<file path="src/rtl/srw_pkg.sv">
// Package for the sequence replay window block.
// Holds field widths, outcome codes and configuration register addresses.
// No dependencies.
package srw_pkg;

  localparam int SEQ_NUM_W   = 32;
  localparam int OUTCOME_W   = 2;
  localparam int WIN_CFG_W   = 7;
  localparam int APB_DATA_W  = 32;
  localparam int APB_ADDR_W  = 3;

  typedef enum logic [OUTCOME_W-1:0] {
    OUT_ACCEPT   = 2'd0,
    OUT_OLD      = 2'd1,
    OUT_OVERFLOW = 2'd2
  } outcome_t;

  typedef enum logic [0:0] {
    OP_RECEIVE = 1'b0,
    OP_RESTART = 1'b1
  } opcode_t;

  typedef enum logic [0:0] {
    REG_WINDOW_SIZE    = 1'b0,
    REG_START_SEQUENCE = 1'b1
  } reg_sel_t;

endpackage

</file>
<file path="src/rtl/srw_chan_if.sv">
// Valid/ready channel interfaces for the sequence replay window block.
// Depends on srw_pkg for the payload widths.
interface srw_in_if import srw_pkg::*; ();
  logic                 valid;
  logic                 ready;
  logic                 opcode;
  logic [SEQ_NUM_W-1:0] sequence_number;

  modport source (output valid, output opcode, output sequence_number, input ready);
  modport sink   (input valid, input opcode, input sequence_number, output ready);
endinterface

interface srw_out_if import srw_pkg::*; ();
  logic                 valid;
  logic                 ready;
  logic [OUTCOME_W-1:0] outcome;
  logic [SEQ_NUM_W-1:0] next_expected;

  modport source (output valid, output outcome, output next_expected, input ready);
  modport sink   (input valid, input outcome, input next_expected, output ready);
endinterface

</file>
<file path="src/rtl/sequence_replay_window_core.sv">
// Sequence replay window: replay and duplicate filter for packet sequence numbers.
// Depends on srw_pkg and the channel interfaces in srw_chan_if.sv.
// Path per transaction: restart to result; old or in-window via ST_DECIDE; in-order via
// ST_STEP; jump via ST_JUMP steps of at most the window, ST_JEND, then ST_STEP if in order.
// One transaction in flight; a result waiting on out ready holds off further input.
// Reset (synchronous, rst_n low): window 64, start 0, expected 0, bitmap clear.
module sequence_replay_window_core import srw_pkg::*; #(
  parameter int MAX_WINDOW = 64,
  parameter int SEQ_WIDTH  = 32
) (
  input  logic                  clk,
  input  logic                  rst_n,
  srw_in_if.sink                in_ch,
  srw_out_if.source             out_ch,
  input  logic                  psel,
  input  logic                  penable,
  input  logic                  pwrite,
  input  logic [APB_ADDR_W-1:0] paddr,
  input  logic [APB_DATA_W-1:0] pwdata,
  output logic [APB_DATA_W-1:0] prdata,
  output logic                  pready
);

  localparam int WW = $clog2(MAX_WINDOW + 1);
  localparam int MW = WW + 1;
  localparam int IW = $clog2(MAX_WINDOW);
  localparam int SW = SEQ_WIDTH;

  typedef enum logic [2:0] {
    ST_IDLE, ST_DECIDE, ST_STEP, ST_JUMP, ST_JEND, ST_DONE
  } state_t;

  state_t                state_r, state_nxt;
  logic [WIN_CFG_W-1:0]  window_r, window_nxt;
  logic [SEQ_NUM_W-1:0]  start_r, start_nxt;
  logic [SW-1:0]         exp_r, exp_nxt;
  logic [MAX_WINDOW-1:0] bitmap_r, bitmap_nxt;
  logic [SW-1:0]         n_r, n_nxt;
  logic [SW-1:0]         diff_r, diff_nxt;
  logic                  lt_r, lt_nxt;
  logic [WW-1:0]         w_r, w_nxt;
  logic [MW-1:0]         moved_r, moved_nxt;
  outcome_t              outcome_r, outcome_nxt;
  logic                  out_valid_r, out_valid_nxt;
  logic [OUTCOME_W-1:0]  out_outcome_r, out_outcome_nxt;
  logic [SEQ_NUM_W-1:0]  out_next_r, out_next_nxt;

  logic                  in_acc;
  logic                  cfg_wr;
  logic [SW-1:0]         in_seq;
  logic [SW:0]           sub_full;
  logic [WW-1:0]         w_eff;
  logic [MAX_WINDOW-1:0] inv, low_bit, adv_bitmap;
  logic [WW-1:0]         tcount, step;
  logic [MW-1:0]         tp1, moved_sum;
  logic [MW:0]           jsum;
  logic [SW-1:0]         adv_exp;
  logic [IW-1:0]         idx_win, idx_jump;

  assign in_ch.ready   = (state_r == ST_IDLE);
  assign in_acc        = in_ch.valid && in_ch.ready;
  assign cfg_wr        = psel && penable && pwrite && pready;
  assign pready        = 1'b1;
  assign prdata        = (reg_sel_t'(paddr[2]) == REG_START_SEQUENCE) ?
                         start_r : APB_DATA_W'(window_r);
  assign out_ch.valid         = out_valid_r;
  assign out_ch.outcome       = out_outcome_r;
  assign out_ch.next_expected = out_next_r;

  assign in_seq   = SW'(in_ch.sequence_number);
  assign sub_full = {1'b0, in_seq} - {1'b0, exp_r};

  always_comb begin
    if (window_r == '0) begin
      w_eff = WW'(1);
    end else if (window_r > WIN_CFG_W'(MAX_WINDOW)) begin
      w_eff = WW'(MAX_WINDOW);
    end else begin
      w_eff = WW'(window_r);
    end
  end

  // Shared advance unit: one step past the expected number and its trailing run, at most the window.
  always_comb begin
    inv     = ~bitmap_r;
    low_bit = inv & (~inv + MAX_WINDOW'(1));
    tcount  = '0;
    for (int j = 0; j < MAX_WINDOW; j++) begin
      if (low_bit[j]) begin
        tcount = tcount | WW'(j);
      end
    end
    if (inv == '0) begin
      tcount = WW'(MAX_WINDOW);
    end
    tp1        = MW'(tcount) + MW'(1);
    step       = (tp1 > MW'(w_r)) ? w_r : WW'(tp1);
    adv_exp    = exp_r + SW'(step);
    adv_bitmap = bitmap_r >> step;
  end

  assign moved_sum = moved_r + MW'(step);
  assign jsum      = (MW+1)'(moved_sum) + (MW+1)'(w_r);
  assign idx_win   = diff_r[IW-1:0] - IW'(1);
  assign idx_jump  = diff_r[IW-1:0] - moved_r[IW-1:0] - IW'(1);

  always_comb begin
    state_nxt       = state_r;
    window_nxt      = window_r;
    start_nxt       = start_r;
    exp_nxt         = exp_r;
    bitmap_nxt      = bitmap_r;
    n_nxt           = n_r;
    diff_nxt        = diff_r;
    lt_nxt          = lt_r;
    w_nxt           = w_r;
    moved_nxt       = moved_r;
    outcome_nxt     = outcome_r;
    out_valid_nxt   = out_valid_r;
    out_outcome_nxt = out_outcome_r;
    out_next_nxt    = out_next_r;

    if (out_valid_r && out_ch.ready) begin
      out_valid_nxt = 1'b0;
    end

    unique case (state_r)
      ST_IDLE: begin
        if (in_acc) begin
          n_nxt    = in_seq;
          diff_nxt = sub_full[SW-1:0];
          lt_nxt   = sub_full[SW];
          w_nxt    = w_eff;
          if (opcode_t'(in_ch.opcode) == OP_RESTART) begin
            exp_nxt     = '0;
            bitmap_nxt  = '0;
            outcome_nxt = OUT_ACCEPT;
            state_nxt   = ST_DONE;
          end else begin
            state_nxt = ST_DECIDE;
          end
        end
      end
      ST_DECIDE: begin
        priority if (lt_r) begin
          outcome_nxt = OUT_OLD;
          state_nxt   = ST_DONE;
        end else if (diff_r == '0) begin
          state_nxt = ST_STEP;
        end else if (diff_r <= SW'(w_r)) begin
          if (bitmap_r[idx_win]) begin
            outcome_nxt = OUT_OLD;
          end else begin
            bitmap_nxt[idx_win] = 1'b1;
            outcome_nxt         = OUT_ACCEPT;
          end
          state_nxt = ST_DONE;
        end else begin
          moved_nxt = '0;
          state_nxt = ST_JUMP;
        end
      end
      ST_STEP: begin
        exp_nxt     = adv_exp;
        bitmap_nxt  = adv_bitmap;
        outcome_nxt = OUT_ACCEPT;
        state_nxt   = ST_DONE;
      end
      ST_JUMP: begin
        exp_nxt    = adv_exp;
        bitmap_nxt = adv_bitmap;
        moved_nxt  = moved_sum;
        if (moved_sum >= MW'(w_r) || SW'(jsum) > diff_r) begin
          state_nxt = ST_JEND;
        end
      end
      ST_JEND: begin
        priority if (SW'(moved_r) == diff_r) begin
          state_nxt = ST_STEP;
        end else if (moved_r >= MW'(w_r)) begin
          exp_nxt     = n_r + SW'(1);
          bitmap_nxt  = '0;
          outcome_nxt = OUT_OVERFLOW;
          state_nxt   = ST_DONE;
        end else begin
          bitmap_nxt[idx_jump] = 1'b1;
          outcome_nxt          = OUT_OVERFLOW;
          state_nxt            = ST_DONE;
        end
      end
      ST_DONE: begin
        if (!out_valid_r || out_ch.ready) begin
          out_valid_nxt   = 1'b1;
          out_outcome_nxt = outcome_r;
          out_next_nxt    = SEQ_NUM_W'(exp_r);
          state_nxt       = ST_IDLE;
        end
      end
      default: begin
        state_nxt = ST_IDLE;
      end
    endcase

    if (cfg_wr) begin
      if (reg_sel_t'(paddr[2]) == REG_START_SEQUENCE) begin
        start_nxt  = pwdata;
        exp_nxt    = SW'(pwdata);
        bitmap_nxt = '0;
      end else begin
        window_nxt = pwdata[WIN_CFG_W-1:0];
      end
    end
  end

  always_ff @(posedge clk) begin
    if (!rst_n) begin
      state_r     <= ST_IDLE;
      window_r    <= WIN_CFG_W'(64);
      start_r     <= '0;
      exp_r       <= '0;
      bitmap_r    <= '0;
      out_valid_r <= 1'b0;
    end else begin
      state_r     <= state_nxt;
      window_r    <= window_nxt;
      start_r     <= start_nxt;
      exp_r       <= exp_nxt;
      bitmap_r    <= bitmap_nxt;
      out_valid_r <= out_valid_nxt;
    end
    n_r           <= n_nxt;
    diff_r        <= diff_nxt;
    lt_r          <= lt_nxt;
    w_r           <= w_nxt;
    moved_r       <= moved_nxt;
    outcome_r     <= outcome_nxt;
    out_outcome_r <= out_outcome_nxt;
    out_next_r    <= out_next_nxt;
  end

  a_restart_clears: assert property (@(posedge clk) disable iff (!rst_n)
    in_acc && (opcode_t'(in_ch.opcode) == OP_RESTART) && !cfg_wr
    |=> exp_r == '0 && bitmap_r == '0)
    else $error("restart did not clear the window state");

  a_jump_bounded: assert property (@(posedge clk) disable iff (!rst_n)
    state_r == ST_JUMP |-> moved_r < MW'(w_r))
    else $error("jump loop ran past the window");

  a_jump_not_past: assert property (@(posedge clk) disable iff (!rst_n)
    state_r == ST_JEND |-> SW'(moved_r) <= diff_r)
    else $error("jump advanced beyond the received number");

endmodule
</file>
<file path="src/flat_wrapper.sv">
// flat-port wrapper written by rule: the top's interface ports become plain ports
module sequence_replay_window_core_flat import srw_pkg::*;
#(
  parameter int MAX_WINDOW = 64,
  parameter int SEQ_WIDTH  = 32
)
  (clk, rst_n, psel, penable, pwrite, paddr, pwdata, prdata, pready, in_ch_valid, in_ch_opcode, in_ch_sequence_number, in_ch_ready, out_ch_valid, out_ch_outcome, out_ch_next_expected, out_ch_ready);
  srw_in_if in_ch_i ();
  srw_out_if out_ch_i ();
  input  logic clk;
  input  logic rst_n;
  input  logic psel;
  input  logic penable;
  input  logic pwrite;
  input  logic [APB_ADDR_W-1:0] paddr;
  input  logic [APB_DATA_W-1:0] pwdata;
  output logic [APB_DATA_W-1:0] prdata;
  output logic pready;
  input wire logic [$bits(in_ch_i.valid)-1:0] in_ch_valid;
  input wire logic [$bits(in_ch_i.opcode)-1:0] in_ch_opcode;
  input wire logic [$bits(in_ch_i.sequence_number)-1:0] in_ch_sequence_number;
  output wire logic [$bits(in_ch_i.ready)-1:0] in_ch_ready;
  output wire logic [$bits(out_ch_i.valid)-1:0] out_ch_valid;
  output wire logic [$bits(out_ch_i.outcome)-1:0] out_ch_outcome;
  output wire logic [$bits(out_ch_i.next_expected)-1:0] out_ch_next_expected;
  input wire logic [$bits(out_ch_i.ready)-1:0] out_ch_ready;
  assign in_ch_i.valid = in_ch_valid;
  assign in_ch_i.opcode = in_ch_opcode;
  assign in_ch_i.sequence_number = in_ch_sequence_number;
  assign in_ch_ready = in_ch_i.ready;
  assign out_ch_valid = out_ch_i.valid;
  assign out_ch_outcome = out_ch_i.outcome;
  assign out_ch_next_expected = out_ch_i.next_expected;
  assign out_ch_i.ready = out_ch_ready;
  sequence_replay_window_core #(.MAX_WINDOW(MAX_WINDOW), .SEQ_WIDTH(SEQ_WIDTH)) u_core (.clk(clk), .rst_n(rst_n), .in_ch(in_ch_i), .out_ch(out_ch_i), .psel(psel), .penable(penable), .pwrite(pwrite), .paddr(paddr), .pwdata(pwdata), .prdata(prdata), .pready(pready));
endmodule
</file>
<file path="config.mk">
export PLATFORM = sky130hd
export DESIGN_NAME = sequence_replay_window_core_flat
export DESIGN_NICKNAME = d
export VERILOG_FILES = /design/src/rtl/srw_pkg.sv /design/src/rtl/srw_chan_if.sv /design/src/rtl/sequence_replay_window_core.sv /design/src/flat_wrapper.sv
export SDC_FILE = /design/constraint.sdc
export NUM_CORES = 1
export LEC_CHECK = 0
export BUFFER_PORTS_ARGS = -buffer_cell sky130_fd_sc_hd__buf_2
export CORE_MARGIN = 3
export CORE_UTILIZATION = 45
export CTS_CLUSTER_DIAMETER = 40
export DETAILED_ROUTE_END_ITERATION = 6
export PLACE_DENSITY = 0.7
export SLEW_MARGIN = 20
export SYNTH_ARGS = -nofsm -noshare
export SYNTH_HDL_FRONTEND = slang
export SYNTH_SLANG_ARGS = --single-unit
</file>
<file path="constraint.sdc">
create_clock -name clk -period 8.9 [get_ports clk]
set_clock_uncertainty 0.05 [all_clocks]
set_input_delay 0.89 -clock clk [delete_from_list [all_inputs] [get_ports clk]]
set_output_delay 0.89 -clock clk [all_outputs]
set_load 0.03 [all_outputs]
</file>
==> flow_results.org, run 1 <==
** Run status
- Outcome :: completed

** Power and ir drop
- The completed layout was analyzed and its total power is 5.03 mW.
- Worst-case vdd ir drop :: approximately 170 uV
- For this design the total switching power over the nets is between 1.5 and 2 mW.
- Part of the power in combinational logic :: 30.4%
- Sequential cells burn 29.5% of the power.
- Internal :: 3.14 mW
- Power spread over the standard cell area amounts to 196 nW/um^2.
- Clock Power Share :: 40.1%
- Static leakage :: 9.23 nW
- Switching Share :: a little under two fifths

** Worst setup path
- Crit. End Element :: register
- Cell depth of the worst flop-to-flop path :: 37
- For the worst setup path, the data arrival time is 8.87 ns.
- Worst Path Buf+Inv :: 5
- The largest single stage delay on the critical path is slightly below 0.6 ns.
- The critical path is of the register to register type.
- Most common cell type on the critical path :: sky130_fd_sc_hd__nor2_1
- Along the worst path, the maximum fanout reaches 10.
- For this design, the slowest cell found on the critical path is sky130_fd_sc_hd__dfxtp_1.
- Critical path launch point :: u_core.bitmap_r[3]
- Data on the critical path is required at its endpoint by 9.36 ns.
- Across all register-to-register paths, the minimum setup slack is about 0.49 ns.
- The kind of cell with the highest combined delay along the critical path is simple AND/OR/NAND/NOR gates.
- Worst flop-to-flop path endpoint :: u_core.state_r[2]
- The startpoint identified for the worst register-to-register timing path is u_core.bitmap_r[3].
- The worst setup path is launched from a register.

** Yosys
- By area the synthesized netlist is led by sky130_fd_sc_hd__edfxtp_1 (16%), sky130_fd_sc_hd__dfxtp_1 (12%), sky130_fd_sc_hd__mux2i_1 (9.7%).
- In this run, synthesis produced a sequential element count of 255.
- Post-synthesis instance total :: 2683
- In the synthesized netlist the async set-or-reset flop fraction comes to 0%.
- Synthesized area per cell :: roughly 8.4 um^2
- Dominant cell by count in the synthesized netlist :: sky130_fd_sc_hd__nand2_1
- Number of enable flip-flop cells after synthesis :: 116
- During synthesis, Yosys emitted a total of 0 warnings.
- Number of nets in the synthesized netlist :: 2866
- Top cell types by occurrence after synthesis :: sky130_fd_sc_hd__nand2_1 (281), sky130_fd_sc_hd__mux2i_1 (218), sky130_fd_sc_hd__a21oi_1 (208)
- Summing the sequential cell areas from Yosys gives around 28% of the chip area.
- Count of different cell masters after synthesis :: 106
- The cell area that synthesis handed to floorplanning was 22400 um^2.
- The synthesized design spends more area on one cell type than any other, namely sky130_fd_sc_hd__edfxtp_1.
- Most frequently used flop master after synthesis :: sky130_fd_sc_hd__dfxtp_1
- Fraction of synthesized cell area taken by the top area cell type :: 15.5%

** Hold path
- Counting instances, the worst hold path has a depth of 0.
- The startpoint identified for the worst hold timing path is u_core.outcome_r[0].
- The tightest min-delay check is of the register to register type.
- Destination of the worst hold path :: u_core.out_ch.outcome[0]

** Timing
- The number of hold violations in the final report was 0.
- Post-route worst setup slack :: 0.493 ns
- Setup violations remaining at the end of the flow were counted as 0.
- Static timing analysis puts the maximum clock frequency at 119 MHz.
- Max-slew headroom :: 18.6%
- Hold timing on the final database bottoms out at a slack of roughly 0.37 ns.
- Setup TNS :: 0 ns
- Number of pins with negative max-slew slack in the final report :: 0
- Of the available clock period, the critical path in the final layout requires 94.5%.
- Worst slew pin tran :: 1.21 ns
- Time the final worst path needs with I/O delays and setup :: 8.41 ns
- Setup repair after global routing left no endpoint under its margin.

** Global route
- Maximum number of pins on one net before global-route repair :: 73
- Global routing used 35.3% of the available tracks across all layers.
- Number of global-route vias before repair :: 22900
- Global routing finished with a remaining overflow of 0.
- The number of antenna violations at the first check in global routing came to 1.
- The first global-routing pass estimated 143000 um of wire.

** Clock network
- Clock tree root buffer cell :: sky130_fd_sc_hd__clkbuf_16
- Maximum level of the CTS H-tree :: 2
- The clock reaches the later pin of the worst-skew pair after 0.61 ns.
- Clk pin slew, worst setup/hold paths :: 0.06 ns
- TritonCTS clock tree :: done
- Maximum clock insertion buffer count :: 3
- Clock sink count :: between 200 and 300
- Clock tree synthesis inserted a total of 51 buffers.

** Floorplanning
- The die is between 200 and 250 um wide.
- Number of top-level pins :: between 100 and 150
- The floorplan step defined a die boundary enclosing roughly 53000 um^2.
- Row count :: 81
- Placeable Area :: 49200 um^2
- Initial core utilization :: a little under half
- The die is 229 um tall.

** Route
- Initial detailed-routing violation count :: 2985
- After detailed routing, the average wire length per cell comes to 27.5 um.
- For this run, design rule violations remaining after detail routing come to 0.
- In this run the remaining antenna-violating nets after routing total 0.
- Final wirelength :: 95700 um
- Vias after detailed routing :: 23300
- First-pass DRT Iterations :: 5
- Vias per Instance :: 6.68

** Cells and area
- In the final design database the tool counted 2961 nets.
- Layout area overhead :: 14.4%
- Fraction of layout cells with a size suffix above 1 :: ~16%

** Placed design
- After legalization and detailed placement, the total HPWL measured 70800 um.
- At the placement stage, the worst setup path has a slack of 0.376 ns.
- Placer congestion estimate :: just over 1
- Input and output buffers added on the ports amount to 140.

** Flow run
- Max-cap violations in this run came to 0.
## layout make-up
type                            count  area (um^2)
Inverter                          115          432
Clock buffer                       61         1390
Fill cell                        4591        23500
Timing Repair Buffer              244         1480
Clock inverter                     35          430
Multi-Input combinational cell   2111        14800
Sequential cell                   255         6270
Tap cell                          664          831
Antenna cell                        1         2.50
## power groups by stage
stage | Combinational [mW] | Clock (mW) | Sequential (mW)
6_report | 1.53 | 2.02 | 1.48
5_1_grt | 1.62 | 2.08 | 1.49
4_1_cts | 1.47 | 2.03 | 1.48
3_5_place_dp | 1.46 | 0 | 1.50
3_3_place_gp | 1.44 | 0 | 1.50
2_1_floorplan | 0.997 | 0 | 1.45
## worst reg2reg max path: cells and delay by family, from the launching register on
kind	cells	cell delay [ns]
compound gates	8	2.09
simple gates	17	3.26
flops	1	0.58
xor+xnor	1	0.17
fa+ha+maj	6	1.78
buf+inv	5	0.40
## repair_timing
action,CTS,global route
endpoints found under the setup margin,0,6
resized for setup,0,5
hold buffers,0,0
buffers inserted,0,0
## placed cells by master, fill, tap and decap left out, drive strengths merged, types with 33 or more instances in the layout
master / count
mux2i: 228
o221ai: 46
a211oi: 42
xor2: 42
dfxtp: 139
nor2: 160
nand2: 281
edfxtp: 116
buf: 244
o21ai: 183
xnor2: 48
nand4: 42
clkbuf: 61
ha: 103
inv: 127
nor3: 66
a21oi: 210
nor4: 33
nand3: 75
and2: 45
## through the flow
| step | instance area, um^2 | instances | utilization [%] |
|---|---|---|---|
| 3_3_place_gp | 23800 | 3389 | 48.5 |
| 6_report | 25700 | 3486 | 52.2 |
| 4_1_cts | 25700 | 3485 | 52.2 |
| 2_1_floorplan | 22400 | 2683 | - |
| 5_1_grt | 25700 | 3485 | 52.2 |
| 3_5_place_dp | 23800 | 3389 | 48.5 |
## worst max-delay path by stage
| stage | to | slack (ns) | cells past startpoint |
|---|---|---|---|
| CTS | u_core.state_r[2] | 0.36 | 38 |
| floorplan | u_core.state_r[1] | 0.76 | 40 |
| global placement | u_core.state_r[1] | 0.60 | 38 |
| detailed placement | u_core.state_r[2] | 0.38 | 38 |
| finish | u_core.state_r[2] | 0.49 | 37 |
| global route | u_core.state_r[2] | 0.003 | 39 |
## cells by family (layout without fill, tap and decap cells)
kind of cell	after synthesis	after routing	synth area share (%)
buf+inv	317	455	6.48
compound gates	802	802	23.9
fa+ha+maj	109	109	6.23
simple gates	851	851	19.1
xor+xnor	90	90	3.60
flops	255	255	27.9
other cells	1	2	0.0167
mux	258	258	12.8
## flip-flops by register name, indices dropped and copies added (netlist names)
| signal | count |
|---|---|
| u_core.moved_r | 8 |
| u_core.out_ch.outcome | 2 |
| u_core.lt_r | 1 |
| u_core.out_ch.valid | 1 |
| u_core.w_r | 7 |
| u_core.start_r | 32 |
| u_core.exp_r | 32 |
| u_core.bitmap_r | 64 |
| u_core.outcome_r | 2 |
| u_core.state_r | 3 |
| u_core.diff_r | 32 |
| u_core.window_r | 7 |
| u_core.n_r | 32 |
| u_core.out_ch.next_expected | 32 |
## per-layer routing
layer | vias up | track usage (%) | wire (um)
li1 | 10300 | - | -
met1 | 11200 | 43.6 | 36500
met2 | 1502 | 55.8 | 42500
met3 | 374 | 8.22 | 9940
met4 | 0 | 21.6 | 6820
met5 | - | 0 | 0
Note: power is estimated with default switching activity, not from simulation.
==> run 2, diff against run 1 <==
--- a/config.mk
+++ b/config.mk
@@ -6,11 +6,12 @@
 export NUM_CORES = 1
 export LEC_CHECK = 0
 export BUFFER_PORTS_ARGS = -buffer_cell sky130_fd_sc_hd__buf_2
+export CAP_MARGIN = 20
 export CORE_MARGIN = 3
-export CORE_UTILIZATION = 45
+export CORE_UTILIZATION = 30
 export CTS_CLUSTER_DIAMETER = 40
 export DETAILED_ROUTE_END_ITERATION = 6
-export PLACE_DENSITY = 0.7
+export PLACE_DENSITY = 0.53
 export SLEW_MARGIN = 20
 export SYNTH_ARGS = -nofsm -noshare
 export SYNTH_HDL_FRONTEND = slang
==> flow_results.org, run 2 (synthesis gave the netlist of run 1 again) <==
** Cells and area
- Flip-flop count of the largest register after layout :: 64
- The finished layout holds 3819 standard cells, fillers aside.
- Fraction of layout cells with a size suffix above 1 :: 17.3%
- Utilization after layout :: 35.9%
- Count of fill cells added during filler insertion :: 7699
- The area growth from synthesis to layout is 17.6%.
- Commonest non-fill, non-tap cell in the layout :: sky130_fd_sc_hd__nand2_1
- The repair_antennas step left the layout with diodes totalling 0.
- The register with the most flip-flops in the final layout is u_core.bitmap_r.
- Most frequent cells in the layout :: sky130_fd_sc_hd__nand2_1 (281), sky130_fd_sc_hd__mux2i_1 (218), sky130_fd_sc_hd__a21oi_1 (208), sky130_fd_sc_hd__o21ai_0 (172), sky130_fd_sc_hd__nor2_1 (155)
- The net count of the finished layout is 2993.

** Worst setup path
- Of all nets on the critical path, the largest fanout is 6.
- On the worst path, the slowest cell contributes a delay of ~0.60 ns.
- Most common cell type on the critical path :: sky130_fd_sc_hd__ha_1
- Crit. End Element :: register
- The largest individual stage delay along the critical path comes from the cell sky130_fd_sc_hd__or4_4.
- In this design, the largest share of critical-path delay is due to simple AND/OR/NAND/NOR gates.
- Data arrival time of the worst path :: 8.90 ns
- Worst Path Buf+Inv :: 3
- The worst setup path is launched from a register.
- At the worst endpoint, the required time is approximately 9.4 ns.
- Worst Setup Path Type :: register to register

** Clock network
- Maximum level of the CTS H-tree :: 2
- TritonCTS created 58 clock buffers.
- The longest clock path from root to sink contains 3 buffers.
- The clock net in this run drives a total of between 200 and 300 sinks.
- Hold_buf cts :: 0
- Clock tree root buffer cell :: sky130_fd_sc_hd__clkbuf_16
- TritonCTS clock tree :: done
- After clock tree synthesis, the setup repair step added 0 buffers.
- The later pin in the worst-skew pair is clocked with a latency of 0.64 ns.
- Clk pin slew, worst setup/hold paths :: 0.05 ns

** Floorplanning
- Die height :: ~280 um
- Number of top-level pins :: 144
- Row count :: approximately 100
- Total Die Area :: about 80000 um^2
- Initial core utilization :: 30.5%
- The floorplan step set the die width to roughly 280 um.
- The core region is around 74000 um^2.

** Route
- First-pass DRT Iterations :: 6
- Initial detailed-routing violation count :: 2882
- Vias per Instance :: around 6
- For this run, design rule violations remaining after detail routing come to 0.
- After detailed routing, the average wire length per cell comes to 24.9 um.
- After detailed routing, the total wire length is 95100 um.
- Vias after detailed routing :: approximately 23000
- In this run the remaining antenna-violating nets after routing total 0.

** Power and ir drop
- Power comes to 5.15 mW.
- For this design the static power due to leakage is 9.45 nW.
- Power per unit of standard cell area :: 195 nW/um^2
- Worst-case vdd ir drop :: 152 uV

** Timing
- Number of pins with negative max-slew slack in the final report :: 0
- Adding up every negative setup slack in the final design gives 0 ns.
- Setup violations remaining at the end of the flow were counted as 0.
- Unrepaired setup endpoints after global routing :: no
- Timing would allow up to 119 MHz.
- Final worst-path cycle share :: a little over nine tenths
- Measured against its own limit, the worst slew margin works out to 22.9%.
- Worst slew pin tran :: 1.15 ns
- Hold Violations, Final :: 0
- The smallest clock period supported by the final layout is computed as 8.42 ns.

** Placed design
- Port Buffers :: 140
- After legalization and detailed placement, the total HPWL measured 71700 um.
- Placer congestion estimate :: 1.02
- The number of placed instances, taps included, is roughly 3700.

** Global route
- Antenna violations before repair :: 3
- Number of global-route vias before repair :: 21800
- Gr ovfl total :: 0
- Maximum number of pins on one net before global-route repair :: 73
- The first global-routing pass estimated between 100000 and 150000 um of wire.
- Total GRT Usage :: 23.5%

** Flow run
- The tool flagged a number of max-cap violations equal to 0.

** Hold path
- The min-delay analysis places its worst path in the category register to register.

** Run status
- The run finished with clean final reports.
## run 2: cell count changes in the layout (fill, tap and decap cells not counted), sizes merged
cell | before | now
clkbuf | 61 | 72
buf | 244 | 269
diode | 1 | 0
clkinvlp | 6 | 4
bufinv | 5 | 2
clkinv | 12 | 20
## run 2: layer usage
layer / vias up / global-route usage (%) / share of wire (%)
met5: - / 0 / 0.014
met4: 2 / 11.0 / 5.3
met3: 295 / 5.94 / 9.8
met2: 1353 / 36.3 / 43
met1: 10900 / 30.9 / 42
li1: 10300 / - / -
## run 2: worst register-to-register path: cells and delay by family, from the launching register on
kind	cells	cell delay, ns
compound gates	11	2.23
xor+xnor	3	0.66
fa+ha+maj	5	1.57
buf+inv	3	0.43
flops	1	0.46
simple gates	12	2.97
## run 2: power by group
group / switching [mW] / internal [mW] / total [mW]
registers: 0.112 / 1.36 / 1.48
logic: 1.03 / 0.510 / 1.54
clock network: 0.766 / 1.36 / 2.13
## run 2: per-stage QoR
step	hold slack [ns]	setup WS, ns	cell area, um^2
4_1_cts	0.384	0.552	26400
5_1_grt	0.397	0.0178	26400
6_report	0.386	0.482	26400
3_3_place_gp	0.377	0.539	24400
2_1_floorplan	0.350	0.759	22400
3_5_place_dp	0.379	0.552	24400
## run 2: layout make-up
type | count | area (um^2) | area share (%)
clock buffers | 72 | 1620 | 6.12
clock inverters | 38 | 375 | 1.42
inverters | 115 | 432 | 1.64
multi-input cells | 2111 | 14800 | 56.2
flip-flops and latches | 255 | 6270 | 23.7
well taps | 959 | 1200 | 4.55
repair buffers | 269 | 1670 | 6.32
## run 2: worst paths after layout
check | from | cells past startpoint | end | slack, ns
setup / recovery | u_core.bitmap_r[16] | 34 | u_core.state_r[1] | 0.48
hold / removal | u_core.start_r[25] | 2 | u_core.start_r[25] | 0.39
setup reg to reg | u_core.bitmap_r[16] | 34 | u_core.state_r[1] | 0.48
hold reg to reg | u_core.start_r[25] | 2 | u_core.start_r[25] | 0.39
## run 2: what timing repair did
action	in CTS	in global routing
gates resized for setup	0	6
endpoints found under the setup margin	0	5
endpoints found under the hold margin	0	0
